`src/rtl/core/odo_pkg.sv`:
```
// Shared constants, types and the arctangent table of the odometry block.
package odo_pkg;

  localparam int CNT_W        = 32;
  localparam int REG_W        = 24;
  localparam int MUL_W        = 34;
  localparam int MULP_W       = 2 * MUL_W;
  localparam int CORD_W       = 34;
  localparam int CORDIC_STEPS = 30;
  localparam int STEP_W       = 5;
  localparam int DIV_STEPS    = 32;

  localparam logic [REG_W-1:0]  DPT_RESET   = 24'd2464727;
  localparam logic [REG_W-1:0]  INV_RESET   = 24'd304534;
  localparam logic [CORD_W-1:0] CORDIC_GAIN = 34'd652032874;
  localparam logic [29:0]       RAD_TO_BIN  = 30'd683565276;
  localparam logic [19:0]       US_PER_S    = 20'd1000000;

  typedef struct packed {
    logic busy;
    logic done;
  } unit_stat_t;

  typedef enum logic {
    REG_DIST_PER_TICK = 1'b0,
    REG_INV_TRACK     = 1'b1
  } reg_idx_t;

  // arctan(2^-i) as binary angle, 2^32 = one turn
  function automatic logic [29:0] atan_bin(input logic [STEP_W-1:0] idx);
    logic [29:0] v;
    case (idx)
      5'd0:  v = 30'd536870912;
      5'd1:  v = 30'd316933406;
      5'd2:  v = 30'd167458907;
      5'd3:  v = 30'd85004756;
      5'd4:  v = 30'd42667331;
      5'd5:  v = 30'd21354465;
      5'd6:  v = 30'd10679838;
      5'd7:  v = 30'd5340245;
      5'd8:  v = 30'd2670163;
      5'd9:  v = 30'd1335087;
      5'd10: v = 30'd667544;
      5'd11: v = 30'd333772;
      5'd12: v = 30'd166886;
      5'd13: v = 30'd83443;
      5'd14: v = 30'd41722;
      5'd15: v = 30'd20861;
      5'd16: v = 30'd10430;
      5'd17: v = 30'd5215;
      5'd18: v = 30'd2608;
      5'd19: v = 30'd1304;
      5'd20: v = 30'd652;
      5'd21: v = 30'd326;
      5'd22: v = 30'd163;
      5'd23: v = 30'd81;
      5'd24: v = 30'd41;
      5'd25: v = 30'd20;
      5'd26: v = 30'd10;
      5'd27: v = 30'd5;
      5'd28: v = 30'd3;
      5'd29: v = 30'd1;
      default: v = 30'd0;
    endcase
    return v;
  endfunction

endpackage

```
`src/rtl/core/odo_mul.sv`:
```
// Shared signed multiplier with registered product.
module odo_mul (
  input  logic                               clk,
  input  logic signed [odo_pkg::MUL_W-1:0]   a,
  input  logic signed [odo_pkg::MUL_W-1:0]   b,
  output logic signed [odo_pkg::MULP_W-1:0]  p_r
);
  import odo_pkg::*;

  always_ff @(posedge clk) begin
    p_r <= a * b;
  end

endmodule

```
`config.mk`:
```
export PLATFORM = sky130hd
export DESIGN_NAME = odo_mul
export DESIGN_NICKNAME = d
export VERILOG_FILES = /design/src/rtl/core/odo_pkg.sv /design/src/rtl/core/odo_mul.sv
export SDC_FILE = /design/constraint.sdc
export NUM_CORES = 2
export LEC_CHECK = 0
export ABC_CLOCK_PERIOD_IN_PS = 19530
export BUFFER_PORTS_ARGS = -buffer_cell sky130_fd_sc_hd__buf_2
export CORE_MARGIN = 2
export CORE_UTILIZATION = 70
export CTS_CLUSTER_SIZE = 12
export DETAILED_ROUTE_END_ITERATION = 7
export PLACE_DENSITY = 0.93
export SYNTH_ARGS = -nofsm -noshare
export SYNTH_HDL_FRONTEND = slang
export SYNTH_SLANG_ARGS = --single-unit
```
`constraint.sdc`:
```
create_clock -name clk -period 19.53 [get_ports clk]
set_clock_uncertainty 0.2 [all_clocks]
set_input_delay 3.906 -clock clk [delete_from_list [all_inputs] [get_ports clk]]
set_output_delay 3.906 -clock clk [all_outputs]
set_load 0.005 [all_outputs]
```
-- Yosys cells after proc, flatten, opt, wreduce, memory -nomap -nowiden
Cells that the tools add are included.
- input port bits: 69
- bits in registers: 68
- logic and storage cells: 2
- $mul: 1
- operators by type and width (cell ; number):
    $mul 34x34->68 ; 1

-- Longest topological paths before layout
- depth in word-level cells: 1
- mapped depth: 31

-- Worst setup path after synthesis
Ideal clock, no wire load.
- path type: in2reg
- start: input a[33] (netlist bit)
- end: register p_r[65] (netlist bit)
- arrival: 11324 ps
- path buffers: 2
- slack: 7934 ps
- stages: 24
- cells stage by stage: clkbuf_1 > nand2_1 > inv_1 > fa_1 > fa_1 > fa_1 > fa_1 > inv_1 > fa_1 > fa_1 > fa_1 > fa_1 > inv_1 > ha_1 > clkdlybuf4s50_2 > nand3_1 > or2_2 > nor2_1 > a221oi_1 > o21ai_0 > a31oi_2 > nor2_2 > o41ai_2 > xnor2_1
- cells in the longest elaborated chain, start to end: 1
- ends and longest elaborated chain (item ; RTL line ; RTL):
    from (decl) ; odo_mul.sv:4 ; input logic signed [odo_pkg::MUL_W-1:0] a,
    $mul 34x34->68 ; odo_mul.sv:11 ; p_r <= a * b;
    to (signal assigned) ; odo_mul.sv:11 ;
    to (decl) ; odo_mul.sv:6 ; output logic signed [odo_pkg::MULP_W-1:0] p_r
Every way passes these cells.

-- Final worst setup path
- start: input b[33] (netlist bit)
- end: register p_r[67] (netlist bit)
- cells in the longest elaborated chain, start to end: 1
- ends and longest elaborated chain (item ; RTL line ; RTL):
    from (decl) ; odo_mul.sv:5 ; input logic signed [odo_pkg::MUL_W-1:0] b,
    $mul 34x34->68 ; odo_mul.sv:11 ;
Every way passes these cells.

==> results.py <==
metrics = {
    "synth": {
        "synth_area_leaders": "fa_1, inv_1, and2_1, ha_1, nand2_1",
        "synth-adder-area-share": 0.637,
        "synth_edf_count": 0,
        "synth_cell_types": 69,
        "syn-instance-count": 4554,
        "async_flop_share": 0,
        "synth_simple_gate_area_share": 0.154,
        "yosysWarningCount": 0,
        "ys_seq_area_frac": 0.0316,
        "synth_top_cell_by_area": "fa_1",
        "muxShareOfSynthArea": 0,
        "ys_seq_elements": 68,
        "synth_compound_area_frac": 0.0335,
        "synth_top_family_by_area": "adder cells",
        "synth-xor-area-share": 0.0161,
        "synth_area_sq_mm": 0.0430,
        "syn_avg_cell_area_sq_um": 9.45,
        "synth_top_area_share": 0.577,
        "synth_nets": 6068,
        "ys.flop_type": "dfxtp_1",
    },
    "routing": {
        "drc": 1,
        "drt_iter0_drc": 3296,
        "wire_per_inst_um": 22.8,
        "wirelength_um": 121000,
        "dr.pass1.iters": 8,
        "routed_via_density": 6.10,
        "vias": 32267,
        "postRouteAntennaNets": 0,
    },
    "placed_design": {
        "gp_congestion": 0.929,
        "dp_cells": 5263,
        "place_area_sq_mm": 0.0439,
        "io_buffer_count": 136,
        "dpl.hpwl_um": 91800,
    },
    "layout": {
        "largest-register": "p_r",
        "largest_reg_flops": 68,
        "num-nets-final": 6006,
        "syn_to_final_growth_pct": 2.93,
        "drive_above_1_share": 0.0447,
        "instances_no_fill": 5291,
        "top_regs": "p_r (68)",
        "final_cell_area_sq_mm": 0.0443,
    },
    "floorplanning": {
        "rows": 90,
        "io-pin-count": 137,
        "coreArea_sq_mm": 0.0606,
        "die_w_um": 252,
        "die_h_um": 252,
        "start_util": 0.710,
        "die_area_sq_mm": 0.0635,
    },
    "run": {
        "drv_cap": 0,
    },
    "sta": {
        "setup_violations": 0,
        "maxSlewHeadroom": 0.274,
        "worst_pin_slew_ns": 1.08,
        "fin_tns_setup_ns": 0,
        "hold_viol": 0,
        "post-route-period-util": 0.638,
        "min_period_ns": 12.46,
        "slew_viol_final": 0,
        "rsz0062_at_grt": "no",
        "fmax_mhz": 80.3,
    },
    "clocking": {
        "post_cts_buffers": 0,
        "cts_htree_levels": 3,
        "ctsHoldBuffers": 0,
        "cts_root_buffer": "clkbuf_16",
        "cts_buffers": 9,
        "cts_tree": "yes",
        "post_cts_resized": 0,
        "clkTransAtPathRegs_ns": 0.07,
        "cts_buffer_depth": 2,
        "cts_sinks": 68,
    },
    "min_path": {
        "holdPathStages": 2,
        "holdPathEnd": "p_r[0]$_DFF_P_",
        "hold_path_class": "in2reg",
        "hold_start": "b[0]",
    },
    "worst_setup_path": {
        "startpoint_type": "input pin",
        "crit_path_cell_trace": "buf_2 > clkinv_1 > nor2_1 > fa_1 > fa_1 > fa_1 > fa_1 > fa_1 > fa_1 > fa_1 > inv_1 > fa_1 > inv_1 > ha_1 > nand2_1 > o21ai_1 > or2_2 > nor2b_1 > or4_1 > o21ai_4 > a31oi_2 > o21ai_0 > a21oi_1 > xnor2_1",
        "cpMostUsedCell": "fa_1",
        "crit_path_top_delay_cell": "clkinv_1",
        "cp_data_required_time_ns": 19.63,
        "crit_type": "in2reg",
        "path_max_fanout": 27,
        "critPathMaxStageDelay_ns": 0.91,
        "crit_arrival_ns": 12.56,
        "cp-end-kind": "flip-flop",
    },
    "global_routing": {
        "grt_overflow": 0,
        "grt_max_degree": 35,
        "track_usage": 0.405,
        "grt_pass1_wl_um": 194000,
        "grt_pass1_vias": 37213,
        "antenna_found_initial": 5,
    },
    "run_status": {
        "status": "finished, violations left",
        "violations": "DRC",
    },
}
-- critical path: cells and delay by family --
family / cells / cell delay, ns
buf+inv: 4 / 1.26
compound gates: 5 / 1.29
fa+ha+maj: 9 / 4.42
simple gates: 5 / 1.53
xor+xnor: 1 / 0.12
-- cell type report --
class | count | area [sq um]
Antenna cell | 12 | 30.0
Clock buffer | 13 | 260
Clock inverter | 3 | 68.8
Fill cell | 3761 | 16300
Inverter | 1232 | 4620
Multi-Input combinational cell | 3026 | 36100
Sequential cell | 68 | 1360
Tap cell | 782 | 978
Timing Repair Buffer | 155 | 823
-- layout by cell type, fill, tap and decap left out, types with 4 or more instances in the layout --
| cell | n |
|---|---|
| or2_2 | 4 |
| xor2_1 | 23 |
| buf_2 | 136 |
| nor3_1 | 5 |
| buf_4 | 19 |
| clkbuf_16 | 9 |
| nand2b_1 | 20 |
| nand2_1 | 542 |
| o21bai_1 | 12 |
| a31oi_1 | 7 |
| inv_1 | 1231 |
| fa_1 | 1241 |
| ha_1 | 204 |
| a211oi_1 | 6 |
| a21o_1 | 37 |
| o21ai_1 | 7 |
| o21a_1 | 4 |
| dfxtp_1 | 68 |
| nor2b_1 | 9 |
| and2_1 | 621 |
| nor2_1 | 54 |
| o21ai_0 | 31 |
| xnor2_1 | 56 |
| and3_1 | 5 |
| nand3_1 | 11 |
| a21oi_1 | 61 |
| nand4_1 | 11 |
| diode_2 | 12 |
-- worst max path at each step --
stage,start,to,cells past startpoint,slack [ns]
global route,a[33],p_r[65]$_DFF_P_,23,6.77
detailed placement,a[33],p_r[65]$_DFF_P_,23,6.85
CTS,a[33],p_r[65]$_DFF_P_,23,7.24
global placement,a[33],p_r[66]$_DFF_P_,21,7.15
finish,b[33],p_r[67]$_DFF_P_,24,7.07
floorplan,a[33],p_r[65]$_DFF_P_,24,7.93
-- metrics by stage --
stage | hold WS [ns] | utilization | worst slack (ns)
final | 3.91 | 0.731 | 7.07
after CTS | 3.90 | 0.731 | 7.24
after global routing | 3.94 | 0.731 | 6.77
after detailed placement | 4.08 | 0.725 | 6.85
after floorplan | 3.83 | - | 7.93
after global placement | 4.08 | 0.725 | 7.15
-- cells by family (layout without fill, tap and decap cells) --
family                     Yosys count  count (layout)
adders and majority gates         1445            1445
buffers and inverters             1460            1403
xor gates and xnor gates            79              79
other                                0              12
DFF                                 68              68
and+or+nand+nor                   1296            1296
AOI/OAI and AO/OA                  206             206
-- metal layers --
layer,global-route usage,vias up,wire (um)
met5,0,-,0
met4,0.273,0,9690
met3,0.135,865,16700
met2,0.648,2688,57200
met1,0.467,16039,36900
li1,-,12675,-
-- cells in the mapped netlist, types with 3 or more instances --
master	n
a21o_1	37
clkbuf_1	214
o41ai_2	3
nand4_1	11
a31oi_1	7
inv_1	1231
o41ai_1	3
a221oi_1	3
nand2_1	542
nor2_1	54
o21ai_0	31
and2_1	621
nor2b_1	9
ha_1	204
nand2b_1	20
o21a_1	4
o21bai_1	12
a211oi_1	6
a21oi_1	61
and3_2	3
nand3_1	11
xnor2_1	56
nor3_1	5
o211ai_1	3
and3_1	5
fa_1	1241
or2_2	4
xor2_1	23
buf_4	4
dfxtp_1	68
o21ai_1	7
Power is not shown: default switching activity piles up to over one toggle a cycle in this logic, so the estimate is an artifact.
