## src/rtl/core/odo_pkg.sv

```systemverilog
// Shared constants, types and the arctangent table of the odometry block.
package odo_pkg;

  localparam int CNT_W        = 32;
  localparam int REG_W        = 24;
  localparam int MUL_W        = 34;
  localparam int MULP_W       = 2 * MUL_W;
  localparam int CORD_W       = 34;
  localparam int CORDIC_STEPS = 30;
  localparam int STEP_W       = 5;
  localparam int DIV_STEPS    = 32;

  localparam logic [REG_W-1:0]  DPT_RESET   = 24'd2464727;
  localparam logic [REG_W-1:0]  INV_RESET   = 24'd304534;
  localparam logic [CORD_W-1:0] CORDIC_GAIN = 34'd652032874;
  localparam logic [29:0]       RAD_TO_BIN  = 30'd683565276;
  localparam logic [19:0]       US_PER_S    = 20'd1000000;

  typedef struct packed {
    logic busy;
    logic done;
  } unit_stat_t;

  typedef enum logic {
    REG_DIST_PER_TICK = 1'b0,
    REG_INV_TRACK     = 1'b1
  } reg_idx_t;

  // arctan(2^-i) as binary angle, 2^32 = one turn
  function automatic logic [29:0] atan_bin(input logic [STEP_W-1:0] idx);
    logic [29:0] v;
    case (idx)
      5'd0:  v = 30'd536870912;
      5'd1:  v = 30'd316933406;
      5'd2:  v = 30'd167458907;
      5'd3:  v = 30'd85004756;
      5'd4:  v = 30'd42667331;
      5'd5:  v = 30'd21354465;
      5'd6:  v = 30'd10679838;
      5'd7:  v = 30'd5340245;
      5'd8:  v = 30'd2670163;
      5'd9:  v = 30'd1335087;
      5'd10: v = 30'd667544;
      5'd11: v = 30'd333772;
      5'd12: v = 30'd166886;
      5'd13: v = 30'd83443;
      5'd14: v = 30'd41722;
      5'd15: v = 30'd20861;
      5'd16: v = 30'd10430;
      5'd17: v = 30'd5215;
      5'd18: v = 30'd2608;
      5'd19: v = 30'd1304;
      5'd20: v = 30'd652;
      5'd21: v = 30'd326;
      5'd22: v = 30'd163;
      5'd23: v = 30'd81;
      5'd24: v = 30'd41;
      5'd25: v = 30'd20;
      5'd26: v = 30'd10;
      5'd27: v = 30'd5;
      5'd28: v = 30'd3;
      5'd29: v = 30'd1;
      default: v = 30'd0;
    endcase
    return v;
  endfunction

endpackage

```

## src/rtl/core/odo_cordic.sv

```systemverilog
// Iterative rotation-mode CORDIC giving cosine and sine of a binary angle.
module odo_cordic (
  input  logic                               clk,
  input  logic                               rst_n,
  input  logic                               start,
  input  logic [odo_pkg::CNT_W-1:0]          angle,
  output odo_pkg::unit_stat_t                stat,
  output logic signed [odo_pkg::CORD_W-1:0]  cos_q,
  output logic signed [odo_pkg::CORD_W-1:0]  sin_q
);
  import odo_pkg::*;

  typedef enum logic {C_IDLE, C_RUN} state_t;

  localparam logic signed [CORD_W-1:0] QUARTER = 34'sh040000000;
  localparam logic signed [CORD_W-1:0] HALF    = 34'sh080000000;
  localparam logic [STEP_W-1:0]        LAST    = STEP_W'(CORDIC_STEPS - 1);

  state_t                    state_r;
  logic [STEP_W-1:0]         cnt_r;
  logic signed [CORD_W-1:0]  x_r, y_r, z_r, cos_r, sin_r;
  logic                      flip_r, done_r;

  logic signed [CORD_W-1:0]  z_ext, z_init, dx, dy, at;
  logic signed [CORD_W-1:0]  x_nxt, y_nxt, z_nxt;
  logic                      flip_init;

  always_comb begin
    z_ext     = {{(CORD_W-CNT_W){angle[CNT_W-1]}}, angle};
    z_init    = z_ext;
    flip_init = 1'b0;
    // fold into the right half plane, negate at the end
    if (z_ext > QUARTER) begin
      z_init    = z_ext - HALF;
      flip_init = 1'b1;
    end else if (z_ext < -QUARTER) begin
      z_init    = z_ext + HALF;
      flip_init = 1'b1;
    end
    dx = y_r >>> cnt_r;
    dy = x_r >>> cnt_r;
    at = {{(CORD_W-30){1'b0}}, atan_bin(cnt_r)};
    if (!z_r[CORD_W-1]) begin
      x_nxt = x_r - dx;
      y_nxt = y_r + dy;
      z_nxt = z_r - at;
    end else begin
      x_nxt = x_r + dx;
      y_nxt = y_r - dy;
      z_nxt = z_r + at;
    end
  end

  always_ff @(posedge clk) begin
    if (!rst_n) begin
      state_r <= C_IDLE;
      done_r  <= 1'b0;
    end else begin
      done_r <= 1'b0;
      case (state_r)
        C_IDLE: begin
          if (start) begin
            x_r     <= CORDIC_GAIN;
            y_r     <= '0;
            z_r     <= z_init;
            flip_r  <= flip_init;
            cnt_r   <= '0;
            state_r <= C_RUN;
          end
        end
        C_RUN: begin
          x_r   <= x_nxt;
          y_r   <= y_nxt;
          z_r   <= z_nxt;
          cnt_r <= cnt_r + 1'b1;
          if (cnt_r == LAST) begin
            cos_r   <= flip_r ? -x_nxt : x_nxt;
            sin_r   <= flip_r ? -y_nxt : y_nxt;
            done_r  <= 1'b1;
            state_r <= C_IDLE;
          end
        end
        default: state_r <= C_IDLE;
      endcase
    end
  end

  assign stat.busy = (state_r == C_RUN);
  assign stat.done = done_r;
  assign cos_q     = cos_r;
  assign sin_q     = sin_r;

endmodule

```

## config.mk

```make
export PLATFORM = sky130hd
export DESIGN_NAME = odo_cordic
export DESIGN_NICKNAME = d
export VERILOG_FILES = /design/src/rtl/core/odo_pkg.sv /design/src/rtl/core/odo_cordic.sv
export SDC_FILE = /design/constraint.sdc
export NUM_CORES = 1
export LEC_CHECK = 0
export ABC_AREA = 0
export ABC_CLOCK_PERIOD_IN_PS = 6100
export BUFFER_PORTS_ARGS = -buffer_cell sky130_fd_sc_hd__buf_2
export CORE_MARGIN = 3
export CORE_UTILIZATION = 40
export CTS_BUF_LIST = sky130_fd_sc_hd__clkbuf_8 sky130_fd_sc_hd__clkbuf_16
export DETAILED_ROUTE_END_ITERATION = 7
export HOLD_SLACK_MARGIN = 0.06
export PLACE_DENSITY = 0.66
export SLEW_MARGIN = 0
export SYNTH_ARGS = -nofsm -noshare
export SYNTH_HDL_FRONTEND = slang
export SYNTH_SLANG_ARGS = --single-unit
```

## constraint.sdc

```tcl
create_clock -name clk -period 6.1 [get_ports clk]
set_clock_uncertainty 0.15 [all_clocks]
set_input_delay 0.915 -clock clk [delete_from_list [all_inputs] [get_ports clk]]
set_output_delay 0.915 -clock clk [all_outputs]
set_load 0.05 [all_outputs]
```

Yosys cells after proc, flatten, opt, wreduce, memory -nomap -nowiden
Memories as Yosys holds them, arrays and structs flattened. A register that Yosys moved wholly into a read port is not among the register bits.
Index checks and enable logic that the tools add are counted.
{ "word_totals": {"ff_bits": 178, "romBits": 960, "inputBits": 35, "output_inout_bits": 70, "word_cells": 53, "memories": 1} }
{ "memory_table": {"columns": ["name", "words", "width", "rd", "rd_clocked_by_memory_dff", "write_ports", "line_no", "rtl"], "rows": [
  ["(name not given)", 32, 30, 1, 1, 0, "odo_pkg.sv:32", "case (idx)"]
]} }
{ "classes": {"addsub": 11, "magnitude_cmp": 2, "n_eq_ne": 2, "n_shift": 2, "n_mux": 21, "n_bitwise": 1, "reduce_logical": 4} }
{ "op_table": {"columns": ["operator", "count"], "rows": [
  ["34-bit two-way mux", 10],
  ["34-bit one-hot mux with 2 select lines", 3],
  ["34-bit adder", 2],
  ["34-bit negation", 2],
  ["34-bit by 5-bit >>> shifter with 34-bit output", 2],
  ["34-bit subtractor", 2],
  ["32-bit by 33-bit adder with 34-bit output (second input constant)", 1],
  ["34-bit by 31-bit adder with 34-bit output", 1],
  ["32-bit by 33-bit subtractor with 34-bit output (second input constant)", 1],
  ["34-bit by 31-bit subtractor with 34-bit output", 1],
  ["32-bit > comparator (second input constant)", 1],
  ["32-bit by 31-bit less-than comparator with 1-bit output (second input constant)", 1],
  ["5-bit two-way mux", 2],
  ["5-bit one-hot mux with 2 select lines", 1],
  ["3-bit AND reduction", 2],
  ["5-bit by 1-bit adder with 5-bit output (second input constant)", 1],
  ["5-bit equality test (second input constant)", 1],
  ["1-bit two-way mux", 4],
  ["2-bit AND reduction", 2],
  ["2-bit inequality test (second input constant)", 1],
  ["1-bit one-hot mux with 2 select lines", 1],
  ["1-bit NOT", 1]
]} }

Logic depth before layout (Yosys ltp)
{ "depth": {"word_depth": 5, "depth_mapped": 29, "depth_no_buf": 24} }

Worst setup path before layout
Ideal clock, no wire load.
{ "synth_path": {"kind": "reg2reg", "startpoint": "register cnt_r[1]", "endpoint": "register sin_r[32], in the netlist sin_q[32] (data pin)", "setup_time_ps": 265, "arrival_ps": 5995, "required_ps": 5685, "setup_slack_ps": -309, "stages_incl_launch_ff": 27, "path_buffers": 5, "period_less_slack_ps": 6409, "path_cell_list": "edfxtp_1 -> buf_2 -> buf_2 -> buf_2 -> buf_2 -> mux4_2 -> mux2i_1 -> mux2i_1 -> a21oi_1 -> nand3_1 -> nor3_1 -> nor2b_1 -> and2_1 -> a21oi_1 -> xnor2_1 -> ha_1 -> clkbuf_1 -> a21o_1 -> a31o_2 -> or3_1 -> a211o_1 -> o211ai_1 -> nand4_1 -> nor4b_1 -> nand3b_1 -> o31ai_1 -> xnor2_1"} }
{ "synth_between": {"elab_chain_len": 5, "word_cells_on_any_way": 6, "classes_between": "add/sub: 3; shift: 1; mux: 2"} }
{ "synth_lines": {"columns": ["element", "line_no", "rtl"], "rows": [
  ["start: declaration", "odo_cordic.sv:20", "logic [STEP_W-1:0] cnt_r;"],
  ["start signal: assignment", "odo_cordic.sv:75", "cnt_r <= cnt_r + 1'b1;"],
  ["34-bit by 5-bit >>> shifter with 34-bit output (*)", "odo_cordic.sv:41", "dy = x_r >>> cnt_r;"],
  ["34-bit adder or 34-bit subtractor (tied branches)", "odo_cordic.sv:45, odo_cordic.sv:49", null],
  ["34-bit two-way mux (*)", "odo_cordic.sv:43", "if (!z_r[CORD_W-1]) begin"],
  ["34-bit negation", "odo_cordic.sv:78", "sin_r <= flip_r ? -y_nxt : y_nxt;"],
  ["34-bit two-way mux (*)", "odo_cordic.sv:78", null],
  ["end signal: assignment", "odo_cordic.sv:78", null],
  ["end: declaration", "odo_cordic.sv:21", "logic signed [CORD_W-1:0] x_r, y_r, z_r, cos_r, sin_r;"]
]} }
Mark *: on every way between the ends. The rest lies on a longest branch, timed or not.
A chain may end at the register's enable or synchronous reset.

Final worst setup path
{ "layout_path": {"startpoint": "register cnt_r[0]", "endpoint": "register cos_r[33], in the netlist cos_q[33] (data pin)"} }
{ "layout_between": {"elab_chain_len": 5, "word_cells_on_any_way": 6, "classes_between": "add/sub: 3; shift: 1; mux: 2"} }
{ "layout_lines": {"columns": ["element", "line_no", "rtl"], "rows": [
  ["34-bit by 5-bit >>> shifter with 34-bit output (*)", "odo_cordic.sv:40", "dx = y_r >>> cnt_r;"],
  ["34-bit subtractor or 34-bit adder (tied branches)", "odo_cordic.sv:44, odo_cordic.sv:48", null],
  ["34-bit two-way mux (*)", "odo_cordic.sv:43", null],
  ["34-bit negation", "odo_cordic.sv:77", "cos_r <= flip_r ? -x_nxt : x_nxt;"],
  ["34-bit two-way mux (*)", "odo_cordic.sv:77", null],
  ["end signal: assignment", "odo_cordic.sv:77", null],
  ["end: declaration", "odo_cordic.sv:21", null]
]} }
Marks and branches as above.

==> flow_metrics.tcl <==
set metrics [dict create \
    postCtsHoldBufs 0 \
    place_inst 3519 \
    max_slew_margin_pct 32.27 \
    insertion_delay_ps 590 \
    ys_ff_latch 208 \
    yosysMostFrequentCell "nor2_1" \
    ios 105 \
    critPathBufInv 5 \
    p_clk_share_pct 15.2 \
    finalHoldViolCount 0 \
    grt_pass1_wl_microns 121000 \
    worstPathArrival_ps 6680 \
    crit_path_max_incr_delay_ps 500 \
    min_period_over_period_pct 106.9 \
    setup_ws_ps -422.8 \
    clock_tree.root_cell "clkbuf_16" \
    area_growth_pct 37.88 \
    crit_start "cnt_r[0]$_DFFE_PP_" \
    utilization_pct 56.36 \
    synth_edf_count 176 \
    port_buffers 104 \
    tightest_slew_ps 1016 \
    dieArea_sq_mm 0.05586 \
    core-area_sq_mm 0.05192 \
    async_flop_share_pct 0 \
    violations "negative setup slack" \
    nNetsFinal 3126 \
    yosysTopAreaCell "edfxtp_1" \
    syn-cell-area_sq_mm 0.02123 \
    synth_cell_types 92 \
    postRouteWirelength_microns 79070 \
    fp.dieW_microns 236.4 \
    avgSynthCellArea_sq_um 9.157 \
    grt_pass1_vias 21140 \
    p_sw_share_pct 41.45 \
    fmax_mhz 153.3 \
    synth_seq_area_share_pct 27.92 \
    initial_core_util_pct 40.88 \
    drc 0 \
    instances_no_fill 3676 \
    design_area_sq_mm 0.02927 \
    vias 21670 \
    grtUsageTotal_pct 27.00 \
    yosys_warnings 0 \
    drive_above_1_share_pct 38.12 \
    drt_iter0_markers 2021 \
    viasPerCell 5.896 \
    rsz0062_at_grt "true" \
    cts_tree "yes" \
    power.switching_mw 4.606 \
    fin_crit_ps 6523 \
    postPlaceCellArea_sq_mm 0.02631 \
    cts.sinks 208 \
    setup_viol 26 \
    combPwrFrac_pct 66.5 \
    first_pass_iters 5 \
    hp-start "angle[17]" \
    share_seq_of_total_power_pct 18.2 \
    gp_congestion 1.012 \
    status "finished with violations" \
    wl_per_cell_microns 21.51 \
    start_kind "flop" \
    die_y_microns 236.4 \
    dpl.hpwl_microns 60750 \
    htree_num_levels 1 \
    numCtsBuffers 27 \
    antenna_found_initial 3 \
    p_per_area_mw_per_mm2 379.8 \
    clk_pin_slew_worst_paths_ps 60 \
    ant_nets 0 \
    slowest_stage "mux4_2" \
    grt_overflow 0 \
    grt_max_degree 69 \
    p_int_mw 6.507 \
    cap_violations 0 \
    cp_max_fo 5 \
    yosys_most_used_dff "edfxtp_1" \
    diodes 0 \
    synth_commonest_cells "208 x nor2_1, 182 x nand2_1, 180 x a21oi_1, 176 x edfxtp_1, 130 x xnor2_1" \
    hp-class "in -> reg" \
    worstPathRequired_ps 6260 \
    netlist_top_cells_area "edfxtp_1 25%, mux4_2 9.3%, ha_1 6.7%, xnor2_1 5.4%, a21oi_1 4.2%" \
    leakagePower_nw 12.33 \
    peakVddDrop_uv 220.8 \
    ctsLongestPathBuffers 3 \
    rr_startpoint "cnt_r[0]$_DFFE_PP_" \
    synth_top_area_share_pct 24.90 \
    rows 83 \
    critical_path_class "reg -> reg" \
    cp_top_family "simple AND/OR/NAND/NOR gates" \
    finalMaxSlewViolations 0 \
    postSynthCellCount 2318 \
    syn-num-nets 2469 \
    endpoint_kind "flop" \
]
==> power groups by stage <==
| stage | Combinational [mW] | Clock [mW] | Sequential [mW] |
|---|---|---|---|
| after global routing | 7.97 | 1.77 | 2.04 |
| after detailed placement | 6.53 | 0 | 2.05 |
| after global placement | 6.44 | 0 | 2.04 |
| final | 7.39 | 1.69 | 2.03 |
| after floorplan | 3.78 | 0 | 2.00 |
| after CTS | 6.92 | 1.72 | 2.02 |
==> layout make-up <==
class                      count  area, sq um
sequential                   208         5927
inverter                      73        276.5
tap                          680        850.8
clock inverter                20        198.9
fill                        4574        22660
multi-input combinational   1913        15550
timing repair buffer         752         5718
clock buffer                  30        739.5
==> layer usage <==
metal	vias to the layer above	share of wire [%]	track usage [%]
li1	10090	-	-
met1	10660	42	36.42
met2	770	48	45.65
met3	154	6.4	3.192
met4	2	3.3	7.733
met5	-	0.015	0
==> cell families (layout without fill, tap and decap cells) <==
| group | Yosys count | after routing | synth area share [%] |
|---|---|---|---|
| muxes | 207 | 207 | 15.26 |
| adders and majority gates | 116 | 116 | 6.944 |
| and+or+nand+nor | 710 | 710 | 16.43 |
| AOI/OAI and AO/OA | 650 | 650 | 20.07 |
| buffers and inverters | 197 | 875 | 3.879 |
| xor gates and xnor gates | 230 | 230 | 9.491 |
| DFF | 208 | 208 | 27.92 |
==> cell usage in the layout, fill, tap and decap left out, types with 22 or more instances in the layout <==
| cell | count |
|---|---|
| a21o_1 | 49 |
| a21oi_1 | 155 |
| a31oi_1 | 32 |
| and2_1 | 49 |
| and3_1 | 22 |
| buf_2 | 104 |
| buf_4 | 603 |
| buf_6 | 26 |
| clkbuf_16 | 30 |
| dfxtp_1 | 31 |
| edfxtp_1 | 176 |
| ha_1 | 107 |
| inv_1 | 67 |
| mux2_2 | 44 |
| mux2i_1 | 58 |
| mux4_2 | 88 |
| nand2_1 | 175 |
| nand3_1 | 41 |
| nor2_1 | 197 |
| nor3_1 | 41 |
| o211ai_1 | 23 |
| o21a_1 | 29 |
| o21ai_0 | 90 |
| xnor2_1 | 125 |
| xor2_1 | 98 |
==> tightest hold or removal path, cell delays in order <==
cell and delay [ps]:
buf_2 90, nand2_1 50, nand4_1 70
==> flip-flops by register name (all words and copies together), names as in the netlist, 5 cells and up <==
signal and count:
cos_q 34, sin_q 34, x_r 34, y_r 34, z_r 34, at 30, cnt_r 5
==> worst paths after layout <==
check	endpoint	slack (ps)	cells past startpoint
hold / removal	z_r[17]$_DFFE_PP_	490	3
setup / recovery	cos_q[33]$_DFFE_PP_	-420	26
setup reg to reg	cos_q[33]$_DFFE_PP_	-420	26
hold reg to reg	z_r[0]$_DFFE_PP_	530	2
==> metrics by stage <==
step                      hold WS, ps  total power [mW]  setup TNS, ps  worst slack (ps)
after floorplan                 417.8             5.783              0             6.470
after global placement          511.6             8.480          -8445            -807.7
after detailed placement        520.6             8.574         -12270            -989.2
after CTS                       473.0             10.66          -2375            -265.7
after global routing            496.2             11.78         -10760            -580.7
final                           493.7             11.11          -3549            -422.8
==> timing repair <==
item,in CTS,in global routing
hold endpoints to repair,0,0
gates resized for setup,150,134
endpoints found under the setup margin,38,42
cloned,2,1
setup buffers,56,53
pin swaps,72,63
Note: power is estimated with default switching activity, not from simulation.
