## src/rtl/core/odo_pkg.sv

```systemverilog
// Shared constants, types and the arctangent table of the odometry block.
package odo_pkg;

  localparam int CNT_W        = 32;
  localparam int REG_W        = 24;
  localparam int MUL_W        = 34;
  localparam int MULP_W       = 2 * MUL_W;
  localparam int CORD_W       = 34;
  localparam int CORDIC_STEPS = 30;
  localparam int STEP_W       = 5;
  localparam int DIV_STEPS    = 32;

  localparam logic [REG_W-1:0]  DPT_RESET   = 24'd2464727;
  localparam logic [REG_W-1:0]  INV_RESET   = 24'd304534;
  localparam logic [CORD_W-1:0] CORDIC_GAIN = 34'd652032874;
  localparam logic [29:0]       RAD_TO_BIN  = 30'd683565276;
  localparam logic [19:0]       US_PER_S    = 20'd1000000;

  typedef struct packed {
    logic busy;
    logic done;
  } unit_stat_t;

  typedef enum logic {
    REG_DIST_PER_TICK = 1'b0,
    REG_INV_TRACK     = 1'b1
  } reg_idx_t;

  // arctan(2^-i) as binary angle, 2^32 = one turn
  function automatic logic [29:0] atan_bin(input logic [STEP_W-1:0] idx);
    logic [29:0] v;
    case (idx)
      5'd0:  v = 30'd536870912;
      5'd1:  v = 30'd316933406;
      5'd2:  v = 30'd167458907;
      5'd3:  v = 30'd85004756;
      5'd4:  v = 30'd42667331;
      5'd5:  v = 30'd21354465;
      5'd6:  v = 30'd10679838;
      5'd7:  v = 30'd5340245;
      5'd8:  v = 30'd2670163;
      5'd9:  v = 30'd1335087;
      5'd10: v = 30'd667544;
      5'd11: v = 30'd333772;
      5'd12: v = 30'd166886;
      5'd13: v = 30'd83443;
      5'd14: v = 30'd41722;
      5'd15: v = 30'd20861;
      5'd16: v = 30'd10430;
      5'd17: v = 30'd5215;
      5'd18: v = 30'd2608;
      5'd19: v = 30'd1304;
      5'd20: v = 30'd652;
      5'd21: v = 30'd326;
      5'd22: v = 30'd163;
      5'd23: v = 30'd81;
      5'd24: v = 30'd41;
      5'd25: v = 30'd20;
      5'd26: v = 30'd10;
      5'd27: v = 30'd5;
      5'd28: v = 30'd3;
      5'd29: v = 30'd1;
      default: v = 30'd0;
    endcase
    return v;
  endfunction

endpackage

```

## src/rtl/core/odo_div.sv

```systemverilog
// Restoring divider, one quotient bit per cycle, 64 by 32 with overflow flag.
module odo_div (
  input  logic                        clk,
  input  logic                        rst_n,
  input  logic                        start,
  input  logic [2*odo_pkg::CNT_W-1:0] num,
  input  logic [odo_pkg::CNT_W-1:0]   den,
  output odo_pkg::unit_stat_t         stat,
  output logic [odo_pkg::CNT_W-1:0]   quo,
  output logic                        ovf
);
  import odo_pkg::*;

  typedef enum logic {D_IDLE, D_RUN} state_t;

  localparam logic [STEP_W-1:0] LAST = STEP_W'(DIV_STEPS - 1);

  state_t             state_r;
  logic [STEP_W-1:0]  cnt_r;
  logic [CNT_W-1:0]   rem_r, low_r, den_r;
  logic               ovf_r, done_r;

  logic [CNT_W:0]     trial, diff;
  logic               ge;

  always_comb begin
    trial = {rem_r, low_r[CNT_W-1]};
    diff  = trial - {1'b0, den_r};
    ge    = (trial >= {1'b0, den_r});
  end

  always_ff @(posedge clk) begin
    if (!rst_n) begin
      state_r <= D_IDLE;
      done_r  <= 1'b0;
    end else begin
      done_r <= 1'b0;
      case (state_r)
        D_IDLE: begin
          if (start) begin
            rem_r   <= num[2*CNT_W-1:CNT_W];
            low_r   <= num[CNT_W-1:0];
            den_r   <= den;
            ovf_r   <= (num[2*CNT_W-1:CNT_W] >= den);
            cnt_r   <= '0;
            state_r <= D_RUN;
          end
        end
        D_RUN: begin
          rem_r <= ge ? diff[CNT_W-1:0] : trial[CNT_W-1:0];
          low_r <= {low_r[CNT_W-2:0], ge};
          cnt_r <= cnt_r + 1'b1;
          if (cnt_r == LAST) begin
            done_r  <= 1'b1;
            state_r <= D_IDLE;
          end
        end
        default: state_r <= D_IDLE;
      endcase
    end
  end

  assign stat.busy = (state_r == D_RUN);
  assign stat.done = done_r;
  assign quo       = low_r;
  assign ovf       = ovf_r;

endmodule

```

## config.mk

```make
export PLATFORM = sky130hd
export DESIGN_NAME = odo_div
export DESIGN_NICKNAME = d
export VERILOG_FILES = /design/src/rtl/core/odo_pkg.sv /design/src/rtl/core/odo_div.sv
export SDC_FILE = /design/constraint.sdc
export NUM_CORES = 1
export LEC_CHECK = 0
export ABC_AREA = 1
export BUFFER_PORTS_ARGS = -buffer_cell sky130_fd_sc_hd__buf_2
export CORE_MARGIN = 1
export CORE_UTILIZATION = 45
export CTS_BUF_LIST = sky130_fd_sc_hd__clkbuf_4 sky130_fd_sc_hd__clkbuf_8
export CTS_CLUSTER_SIZE = 16
export DETAILED_ROUTE_END_ITERATION = 8
export PLACE_DENSITY = 0.8
export SLEW_MARGIN = 20
export SYNTH_ARGS = -nofsm -noshare
export SYNTH_HDL_FRONTEND = slang
export SYNTH_SLANG_ARGS = --single-unit
```

## constraint.sdc

```tcl
create_clock -name clk -period 2.9 [get_ports clk]
set_input_delay 0.58 -clock clk [delete_from_list [all_inputs] [get_ports clk]]
set_output_delay 0.58 -clock clk [all_outputs]
set_load 0.005 [all_outputs]
```

## Yosys cells after proc, flatten, opt, wreduce, memory -nomap -nowiden

Index checks and enable logic that the tools add are counted.

- Register bits after elaboration: 104
- Bits in latches: 0
- Bits in writable memories: 0
- ROM bits: 0
- Input bits: 99
- Output and inout port bits: 35
- Logic and storage cells: 28
- Memories: 0

- Add/subtract/negate cells: 2
- Multipliers: 0
- Divide/modulo/power cells: 0
- $lt $le $gt $ge: 2
- Eq/ne operators: 2
- Shifts and indexed selects: 0
- Multiplexer cells: 11
- Bitwise operators: 1
- Reduce and logical (&&, ||, !) cells: 3

Operators by type and width:

| cell | number |
|---|---|
| one-hot mux 32 bit (2 select lines) | 2 |
| two-way mux 32 bit | 3 |
| greater-or-equal comparator 33 x 32 -> 1 bit | 1 |
| greater-or-equal comparator 32 bit | 1 |
| subtractor 32 bit | 1 |
| one-hot mux 5 bit (2 select lines) | 1 |
| adder 5 x 1 -> 5 bit (second input constant) | 1 |
| == test 5 bit (second input constant) | 1 |
| two-way mux 5 bit | 1 |
| AND reduction 2 bit | 2 |
| two-way mux 1 bit | 3 |
| AND reduction 3 bit | 1 |
| != test 2 bit (second input constant) | 1 |
| one-hot mux 1 bit (2 select lines) | 1 |
| NOT 1 bit | 1 |

## Logic depth before layout (Yosys ltp)

Gate-level depths: netlist (run 1).

- Depth after elaboration: 3
- Gate-level depth with buffers: 17
- Depth with buffers taken out: 16

## Least setup slack after synthesis (run 1)

OpenSTA, ideal clock, no wires.

- Kind: register -> register
- Start: reg state_r
- End: reg cnt_r[0], enable pin
- Library setup time: 0.429 ns
- Data arrival time: 2.387 ns
- Data required time: 2.471 ns
- Slack: 0.084 ns
- Stages on the path, launching flop included: 5
- Path buffers: 2
- Clock period less this slack: 2.816 ns
- Cell sequence: dfxtp_1 -> clkbuf_1 -> buf_2 -> nand2_1 -> nand2_1

- Longest elaborated chain between the ends: 3

RTL lines:

| item | RTL line | source |
|---|---|---|
| start, declared | odo_div.sv:18 | `state_t state_r;` |
| start signal, assigned | odo_div.sv:34 | `state_r <= D_IDLE;` |
| start signal, assigned | odo_div.sv:46 | `state_r <= D_RUN;` |
| start signal, assigned | odo_div.sv:55 | `state_r <= D_IDLE;` |
| NOT 1 bit | -- |  |
| != test 2 bit (no line) | -- |  |
| AND reduction 2 bit (no line) | -- |  |
| end signal, assigned | odo_div.sv:52 | `cnt_r <= cnt_r + 1'b1;` |
| end, declared | odo_div.sv:19 | `logic [STEP_W-1:0] cnt_r;` |

Every way passes these cells.
A chain may end at the register's enable or synchronous reset.

## Worst setup path in the final report (run 1)

- Start: reg rem_r[29]
- End: reg rem_r[30] (data pin)

- Longest elaborated chain between the ends: 3
- Elaborated cells between the ends (all ways): 4
- Those cells by class: 1 x add/sub; 1 x order compare; 2 x mux

RTL lines:

| item | RTL line | source |
|---|---|---|
| start, declared | odo_div.sv:20 | `logic [CNT_W-1:0] rem_r, low_r, den_r;` |
| start signal, assigned | odo_div.sv:41 | `rem_r <= num[2*CNT_W-1:CNT_W];` |
| start signal, assigned | odo_div.sv:50 | `rem_r <= ge ? diff[CNT_W-1:0] : trial[CNT_W-1:0];` |
| subtractor 32 bit / greater-or-equal comparator 33 x 32 -> 1 bit (equally long branches) | odo_div.sv:28, odo_div.sv:29 |  |
| two-way mux 32 bit (*) | odo_div.sv:50 |  |
| one-hot mux 32 bit (2 select lines) (*) | odo_div.sv:38 | `case (state_r)` |

Mark *: on every way between the ends. The rest lies on a longest branch, timed or not.

==> summary.md, run 1 <==
| Metric | Value |
|---|---|
| Share of post-route cells with drive strength above 1 | ~16% |
| Number of diodes | 0 |
| Place WS | approximately 0.28 ns |
| Netlist cell types | 40 |
| Crit path max fanout | 25 |
| Compound-gate portion of the synthesized area | under 10% |
| Final hold vios | 0 |
| Clk slew on worst S/H paths | between 0.1 and 0.15 ns |
| CTS tree | built |
| Area after DPL | 8940 µm² |
| Combinational share of power | a little over a third |
| Worst Hold Path Cells | 1 |
| IO Pins | around 130 |
| Clock period minus worst slack | between 2 and 3 ns |
| Post-synthesis average cell area | around 7.2 µm² |
| Crit path required time | 3.04 ns |
| DR iter-0 viols | between 500 and 600 |
| CTS buffer count | 9 |
| WHS Endpoint | den_r[7] |
| Core footprint | between 15000 and 20000 µm² |
| Fillers | between 1500 and 2000 |
| Startpoint types | flip-flop |
| Detail Route Antenna Nets | 0 |
| Via count | 7303 |
| Clk sink count | around 100 |
| Fin area | approximately 9000 µm² |
| Yosys reg bits | 104 |
| Register area share after synthesis | just under 40% |
| Final Instance Count excl. Fillers | approximately 1500 |
| Grt ovf | 0 |
| GRT Total Usage | 24.0% |
| Htree depth | 3 |
| Worst R2R Path Depth | 11 |
| Crit path kind | reg2reg |
| Largest family of logic cells by synthesized area | simple AND/OR/NAND/NOR gates |
| Via density per instance | roughly 5 |
| Setup-failing EPs final | 0 |
| Longest Clk Path Bufs | 2 |
| Relative slew slack | a little over half |
| Sequential Power Share | between 40% and 50% |
| Worst setup margin | between 0.2 and 0.25 ns |
| RSZ-0062 raised after global routing | false |
| Post-Synthesis Cells | about 1100 |
| Final slew viol count | 0 |
| CP arrival | 2.80 ns |
| Placed cell count | around 1500 |
| GP Congestion | between 0.9 and 1 |
| DR WL/cell | 14.1 µm |
| Max-cap check violation count | 0 |
| Starting density of the core | 46.3% |
| CTS root buf | clkbuf_8 |
| Die Y | about 140 µm |
| Hold path startpoint | den[7] |
| Cell Int Power | about 0.0028 W |
| CP endpoint kind | flip-flop |
| Xor and xnor area share after synthesis | under 10% |
| Clock skew | around 0.019 ns |
| Die area | between 15000 and 20000 µm² |
| Status | finished, final reports clean |
| Synthesized area | between 8000 and 9000 µm² |
| Adder-cell share of the synthesized area | around a tenth |
| Synth Warn # | 0 |
| Actual slew at the worst max-slew pin | 0.717 ns |
| Worst R2R Start | rem_r[29] |
| Power Density | 485 nW/µm² |
| Crit Reg-Reg Endpoint | rem_r[30] |
| Worst hold path type | in2reg |
| Worst vdd ir | 0.309 mV |
| Layout Area Growth over Synthesis | 13.9% |
| Setup TNS | 0 ns |
| Final period util | 91.8% |
| DRC violations left | 0 |
| Worst R2R Setup Slack | ~0.24 ns |
| Total power draw | between 0.004 and 0.005 W |
| Post-DP HPWL | 16100 µm |
| Clock network fraction of design power | 22.2% |
| Leak Pwr | ~5 nW |
| Rows | 48 |
| Sw Ratio | 36.0% |
| P_sw | 0.00160 W |
| Clk Latency, worst-skew pair | 0.39 ns |
| Largest net degree at the start of global routing | 70 |
| Final nets | 1412 |
| I/O Buffers | 133 |
| Mux cell area share after synthesis | 0% |
| Chip Width | 136 µm |
| Max frequency | 376 MHz |
| Drt first pass iters | 5 |
| Synthesized Nets | about 1300 |
| Routed Wire Length | about 21000 µm |
| Vias in the first global route | about 7300 |
| Global-route wire length before repair | approximately 34000 µm |
| Simple-gate share of the synthesized area | 34.4% |
| Antenna violations before repair | 0 |
==> power groups by stage <==
| stage | sequential, W | clock, W | combinational [W] |
|---|---|---|---|
| 2_1_floorplan | 0.00194 | 0 | 0.00109 |
| 3_3_place_gp | 0.00194 | 0 | 0.00150 |
| 3_5_place_dp | 0.00194 | 0 | 0.00153 |
| 4_1_cts | 0.00191 | 0.00100 | 0.00154 |
| 5_1_grt | 0.00193 | 0.00106 | 0.00175 |
| 6_report | 0.00191 | 0.000986 | 0.00154 |
==> metal layers <==
| layer | track usage, % | vias to the layer above | share of wire [%] |
|---|---|---|---|
| met5 | 0 | - | 0 |
| met4 | 6.18 | 0 | 1.7 |
| met3 | 4.53 | 19 | 5.6 |
| met2 | 40.7 | 223 | 47 |
| met1 | 31.2 | 3301 | 46 |
| li1 | - | 3760 | - |
==> worst max-delay path, stage by stage, from the launching register on <==
cell	delay, ns
edfxtp_1	0.44
ha_1	0.42
nand2_1	0.10
nor3_1	0.27
nand2_1	0.12
nor2_1	0.20
nor2_4	0.06
nand2_4	0.29
buf_4	0.27
nand3_2	0.10
nand2_1	0.08
nand2_1	0.04
==> Yosys cell counts <==
master      n  share of area [%]
a21oi_1    31                1.9
clkbuf_1   11               0.51
nand2_2     7               0.54
o31ai_1     1              0.093
a31oi_1     1              0.078
inv_1     200                9.3
edfxtp_1  102                 38
nor2_1     54                2.5
nand2_4     1               0.14
dfxtp_1     2               0.50
or2_2       1              0.078
a21oi_2     1               0.11
o21bai_1    1              0.093
nand3b_1   25                2.3
o21ai_1     2               0.12
nor3_1      6               0.37
nor2_2      8               0.62
and2_1      2               0.16
nand4_1    11               0.86
a211oi_1    1              0.093
buf_2       5               0.31
buf_12      1               0.25
a21boi_0    1              0.093
o21ai_0     5               0.31
o22ai_1     1              0.078
nor2_4      1               0.14
buf_1       2              0.093
inv_2       4               0.19
fa_1        1               0.25
o21ai_2     1               0.11
nand3_1    68                4.2
buf_4       3               0.28
nand3_2     7               0.87
ha_1       66                 10
o211ai_1    2               0.19
buf_6       3               0.42
nor4_1      1              0.078
nand2_1   460                 21
o21a_1      2               0.19
xnor2_1    14                1.5
==> cells in the final DEF, fill, tap and decap left out, types with 2 or more instances in the layout <==
cell type / netlist / layout
edfxtp_1: 102 / 102
nor2_2: 8 / 8
nand3b_1: 25 / 25
nand2_2: 7 / 8
buf_4: 3 / 10
clkbuf_8: 0 / 10
buf_2: 5 / 133
inv_2: 4 / 4
nand3_1: 68 / 67
nand3_2: 7 / 8
nor2_4: 1 / 2
o21ai_1: 2 / 2
a21oi_1: 31 / 31
inv_1: 200 / 200
ha_1: 66 / 66
nor2_1: 54 / 53
nand2_1: 460 / 459
nor3_1: 6 / 6
o211ai_1: 2 / 2
o21ai_0: 5 / 5
o21a_1: 2 / 2
xnor2_1: 14 / 14
and2_1: 2 / 2
nand4_1: 11 / 11
==> registers in the layout, summed over array words and instances, names as in the netlist <==
| name | flops |
|---|---|
| done_r | 1 |
| ovf | 1 |
| rem_r | 32 |
| quo | 32 |
| cnt_r | 5 |
| state_r | 1 |
| den_r | 32 |
==> kinds of logic after synthesis <==
kind of cell    count (synthesis)
compound gates                 50
xor+xnor                       14
fa+ha+maj                      67
buf+inv                       229
flops                         104
simple gates                  652
==> worst max-delay path by stage <==
stage                          from         to  slack (ns)  cells past startpoint
after floorplan             state_r   cnt_r[0]        0.08                      4
after global placement      quo[31]  rem_r[28]        0.34                     16
after detailed placement    quo[31]  rem_r[28]        0.28                     16
after CTS                 rem_r[29]  rem_r[30]        0.25                     11
after global routing        quo[31]  rem_r[28]        0.07                     16
final                     rem_r[29]  rem_r[30]        0.24                     11
==> cell type report <==
| type | count | area [µm²] | area share [%] |
|---|---|---|---|
| repair buffers | 144 | 761 | 8.31 |
| clock inverters | 5 | 62.6 | 0.684 |
| multi-input cells | 783 | 4030 | 44.1 |
| flip-flops and latches | 104 | 3100 | 33.9 |
| clock buffers | 11 | 145 | 1.59 |
| inverters | 204 | 766 | 8.37 |
| well taps | 225 | 282 | 3.08 |
==> metrics by stage <==
stage | hold slack (ns) | utilization (%)
6_report | 0.371 | 52.7
5_1_grt | 0.353 | 52.7
4_1_cts | 0.361 | 52.7
3_5_place_dp | 0.530 | 51.5
3_3_place_gp | 0.522 | 51.5
2_1_floorplan | 0.545 | -
==> what timing repair did <==
| action | CTS | global route |
|---|---|---|
| buffers inserted | 0 | 0 |
| setup endpoints to repair | 0 | 1 |
| gates resized for setup | 0 | 1 |
| hold buffers | 0 | 0 |
No activity file was read; power rests on OpenSTA's default activity.
==> run 2, diff against run 1 <==
--- a/config.mk
+++ b/config.mk
@@ -5,14 +5,13 @@
 export SDC_FILE = /design/constraint.sdc
 export NUM_CORES = 1
 export LEC_CHECK = 0
-export ABC_AREA = 1
 export BUFFER_PORTS_ARGS = -buffer_cell sky130_fd_sc_hd__buf_2
 export CORE_MARGIN = 1
 export CORE_UTILIZATION = 45
 export CTS_BUF_LIST = sky130_fd_sc_hd__clkbuf_4 sky130_fd_sc_hd__clkbuf_8
 export CTS_CLUSTER_SIZE = 16
 export DETAILED_ROUTE_END_ITERATION = 8
-export PLACE_DENSITY = 0.8
+export PLACE_DENSITY = 0.81
 export SLEW_MARGIN = 20
 export SYNTH_ARGS = -nofsm -noshare
 export SYNTH_HDL_FRONTEND = slang
==> constraint.sdc (replaced) <==
create_clock -name clk -period 2.9 [get_ports clk]
set_input_delay 0.145 -clock clk [delete_from_list [all_inputs] [get_ports clk]]
set_output_delay 0.145 -clock clk [all_outputs]
set_load 0.005 [all_outputs]
==> run 2 against run 1 <==
- the run now ends with setup timing left
- sequential share of layout area rose by 0.56 points
- count of clock-buffer cells in the layout did not move
- cell area fell by 1.5%
- synthesized cell count fell by 42%
- critical path type unchanged
- critical endpoint unchanged
==> summary.md, run 2 <==
| Metric | Value |
|---|---|
| Failing checks | setup timing |
| Synthesized Nets | 817 (-36%) |
| Most frequent cells in the layout | buf_2 (133), edfxtp_1 (102), inv_1 (67) |
| CTS tree | built |
| Cell Int Power | 0.00285 W (+0.16%) |
| Sequential Area | 3110 µm² (about the same) |
| DR iter-0 viols | 318 (-39%) |
| Clock skew | 0.0152 ns (-0.00330 ns) |
| Leak Pwr | 4.09 nW (-18%) |
| Clock network fraction of design power | 23.9% (+1.7 points) |
| Starting density of the core | 46.0% (-0.33 points) |
| Share of flip-flops with an asynchronous set or reset | 0% (unchanged) |
| Max-cap check violation count | 0 (unchanged) |
| Die area | 16000 µm² (-13%) |
| Xor and xnor area share after synthesis | 3.65% (+2.1 points) |
| Die Y | 126 µm (-6.8%) |
| Largest family of logic cells by synthesized area | compound AO/OA/AOI/OAI gates |
| Status | finished, violations left |
| Post-synth top area share | 44.0% (+5.9 points) |
| WL met3 | 1070 µm (-8.6%) |
| Commonest cells in the netlist | edfxtp_1 (102), inv_1 (68), ha_1 (66), a21oi_1 (62), nor2_1 (42) |
| DR WL/cell | 16.8 µm (+19%) |
| Register area share after synthesis | 44.6% (+6.0 points) |
| Relative slew slack | 57.9% (+5.7 points) |
| M1 WL | 7400 µm (-22%) |
| Setup-failing EPs final | 14 (+14) |
| Worst setup path start | quo[31] |
| Sw Ratio | 29.5% (-6.4 points) |
| DRC violations left | 0 (unchanged) |
| Vias in the first global route | 5906 (-19%) |
| Chip Width | 126 µm (-6.8%) |
| Drt first pass iters | 4 (-1) |
| Max frequency | 321 MHz (-15%) |
| GP Congestion | 0.907 (-4.0%) |
| Clk sink count | 104 (unchanged) |
| Mux cell area share after synthesis | 8.81% (+8.8 points) |
| Simple-gate share of the synthesized area | 10.0% (-24 points) |
| Final nets | 1030 (-27%) |
| Worst hold path type | in2reg |
| Share of post-route cells with drive strength above 1 | 33.5% (+18 points) |
| Longest Clk Path Bufs | 2 (unchanged) |
| Top layer in use | met4 |
| Global-route wire length before repair | 28400 µm (-18%) |
| Post-synthesis average cell area | 10.7 µm² (+49%) |
| Worst R2R Start | quo[31] |
| P_sw | 0.00119 W (-25%) |
| Place WS | -0.238 ns (-0.516 ns) |
| Post-DP HPWL | 12800 µm (-21%) |
| Synth Warn # | 0 (unchanged) |
| CTS buffer count | 9 (unchanged) |
| Netlist cell types | 62 (+55%) |
| Most used flip-flop cell after synthesis | edfxtp_1 |
| Core footprint | 15100 µm² (-13%) |
| Most common cell after layout, fill and taps aside | buf_2 |
| Routed Wire Length | 17700 µm (-15%) |
| Power Density | 449 nW/µm² (-7.6%) |
| Actual slew at the worst max-slew pin | 0.623 ns (-0.0939 ns) |
| Via density per instance | 5.42 (+9.6%) |
| Rows | 45 (-6.3%) |
| Final hold vios | 0 (unchanged) |
| EDFF count, synth | 102 (unchanged) |
| Grt ovf | 0 (unchanged) |
| Crit path required time | 3.05 ns (about the same) |
| Hold path startpoint | rst_n |
| Compound-gate portion of the synthesized area | 14.5% (+11 points) |
| Antenna violations before repair | 0 (unchanged) |
| Post-Synthesis Cells | 651 (-42%) |
| Clk slew on worst S/H paths | 0.11 ns (about the same) |
| Crit path max fanout | 2 (-92%) |
| Final period util | 107% (+16 points) |
| Fillers | 1225 (-24%) |
| IO Pins | 134 (unchanged) |
| Synth area leaders | edfxtp_1 (44%), ha_1 (12%), mux2_2 (5.5%) |
| RSZ-0062 raised after global routing | true |
| Startpoint types | flip-flop |
| Cell taking the most area after synthesis | edfxtp_1 |
| Worst vdd ir | 0.324 mV (+4.7%) |
| Via count | 5734 (-21%) |
| Adder-cell share of the synthesized area | 12.1% (+1.6 points) |
| Largest net degree at the start of global routing | 51 (-27%) |
| Area of the multi-input gates | 3600 µm² (-11%) |
| Clk Latency, worst-skew pair | 0.39 ns (about the same) |
| CP arrival | 3.27 ns (+0.47 ns) |
| WL met2 | 8770 µm (-11%) |
| CTS root buf | clkbuf_8 |
| GRT Total Usage | 22.7% (-1.3 points) |
| Worst setup margin | -0.216 ns (-0.455 ns) |
| Final slew viol count | 0 (unchanged) |
| Total power draw | 0.00404 W (-9.0%) |
| Most common cell in the netlist | edfxtp_1 |
| Detail Route Antenna Nets | 0 (unchanged) |
| Clock period minus worst slack | 3.12 ns (+0.455 ns) |
| I/O Buffers | 133 (unchanged) |
| Sequential Power Share | 45.6% (+2.5 points) |
| Worst Hold Slack | 0.0252 ns (-0.346 ns) |
| CP endpoint kind | flip-flop |
| Combinational share of power | 30.5% (-4.2 points) |
| Htree depth | 3 (unchanged) |
| Layout Area Growth over Synthesis | 29.4% |
| Crit path kind | reg2reg |
| Yosys reg bits | 104 (unchanged) |
| Synthesized area | 6960 µm² (-13%) |
| Number of diodes | 0 (unchanged) |
-- run 2: changes by cell type in the layout (fill, tap and decap cells not counted), moves of 27 or more --
cell           change
nand2_1          -426
inv_1            -133
nand3_1           -60
buf_4             +44
mux2_2            +34
dlygate4sd3_1     +32
a21o_1            +27
-- run 2: path summary, 6_finish.rpt --
| check | to | slack, ns | depth (start not counted) |
|---|---|---|---|
| max | rem_r[30] | -0.22 | 13 |
| min | done_r | 0.03 | 2 |
| max reg2reg | rem_r[30] | -0.22 | 13 |
| min reg2reg | quo[24] | 0.59 | 1 |
-- run 2: layer usage --
layer	vias to the layer above	track usage, %
met1	2722	26.9
met3	29	5.02
met2	187	39.2
met4	0	10.8
li1	2796	-
met5	-	0
-- run 2: stage by stage --
| step | util [%] | setup TNS [ns] | cells | cell area, µm² |
|---|---|---|---|---|
| finish | 59.5 | -0.987 | 1057 | 9010 |
| global route | 59.5 | -5.74 | 1057 | 9010 |
| CTS | 57.9 | -0.554 | 1047 | 8770 |
| detailed placement | 53.1 | -2.08 | 986 | 8040 |
| global placement | 53.1 | -1.01 | 986 | 8040 |
| floorplan | - | -0.308 | 651 | 6960 |
-- run 2: cells by family (layout without fill, tap and decap cells) --
family,count (synthesis),in the layout
buf+inv,96,314
compound gates,157,157
xor+xnor,29,29
mux,57,57
fa+ha+maj,67,67
simple gates,141,141
flops,104,104
-- run 2: power groups by stage --
stage	Combinational [W]	Clock, W	Sequential, W
finish	0.00123	0.000967	0.00184
detailed placement	0.00104	0	0.00187
floorplan	0.000703	0	0.00185
CTS	0.00114	0.000987	0.00184
global route	0.00135	0.00103	0.00186
global placement	0.00101	0	0.00187
-- run 2: timing repair --
item                                   CTS  global route
hold buffers                            32             0
resized for setup                       11            30
setup endpoints to repair               32            33
pin swaps                                4            19
cloned                                   2             2
endpoints found under the hold margin   32             0
buffers inserted                        11             9
-- run 2: worst max-delay path: stages (launching register included) --
cell and delay, ns:
edfxtp_1 0.41, inv_1 0.08, ha_2 0.18, inv_2 0.04, fa_2 0.33, a21o_1 0.21
a221oi_4 0.26, o221ai_2 0.17, a211oi_4 0.27, o21ai_2 0.09, a221o_1 0.30, a21o_1 0.19
mux2i_1 0.11, a211o_1 0.26
-- run 2: final cells by class --
| cell class | count | area share, % |
|---|---|---|
| multi-input cells | 451 | 40.0 |
| clock buffers | 11 | 1.61 |
| inverters | 68 | 2.83 |
| repair buffers | 230 | 17.8 |
| flip-flops and latches | 104 | 34.5 |
| well taps | 188 | 2.61 |
| clock inverters | 5 | 0.694 |
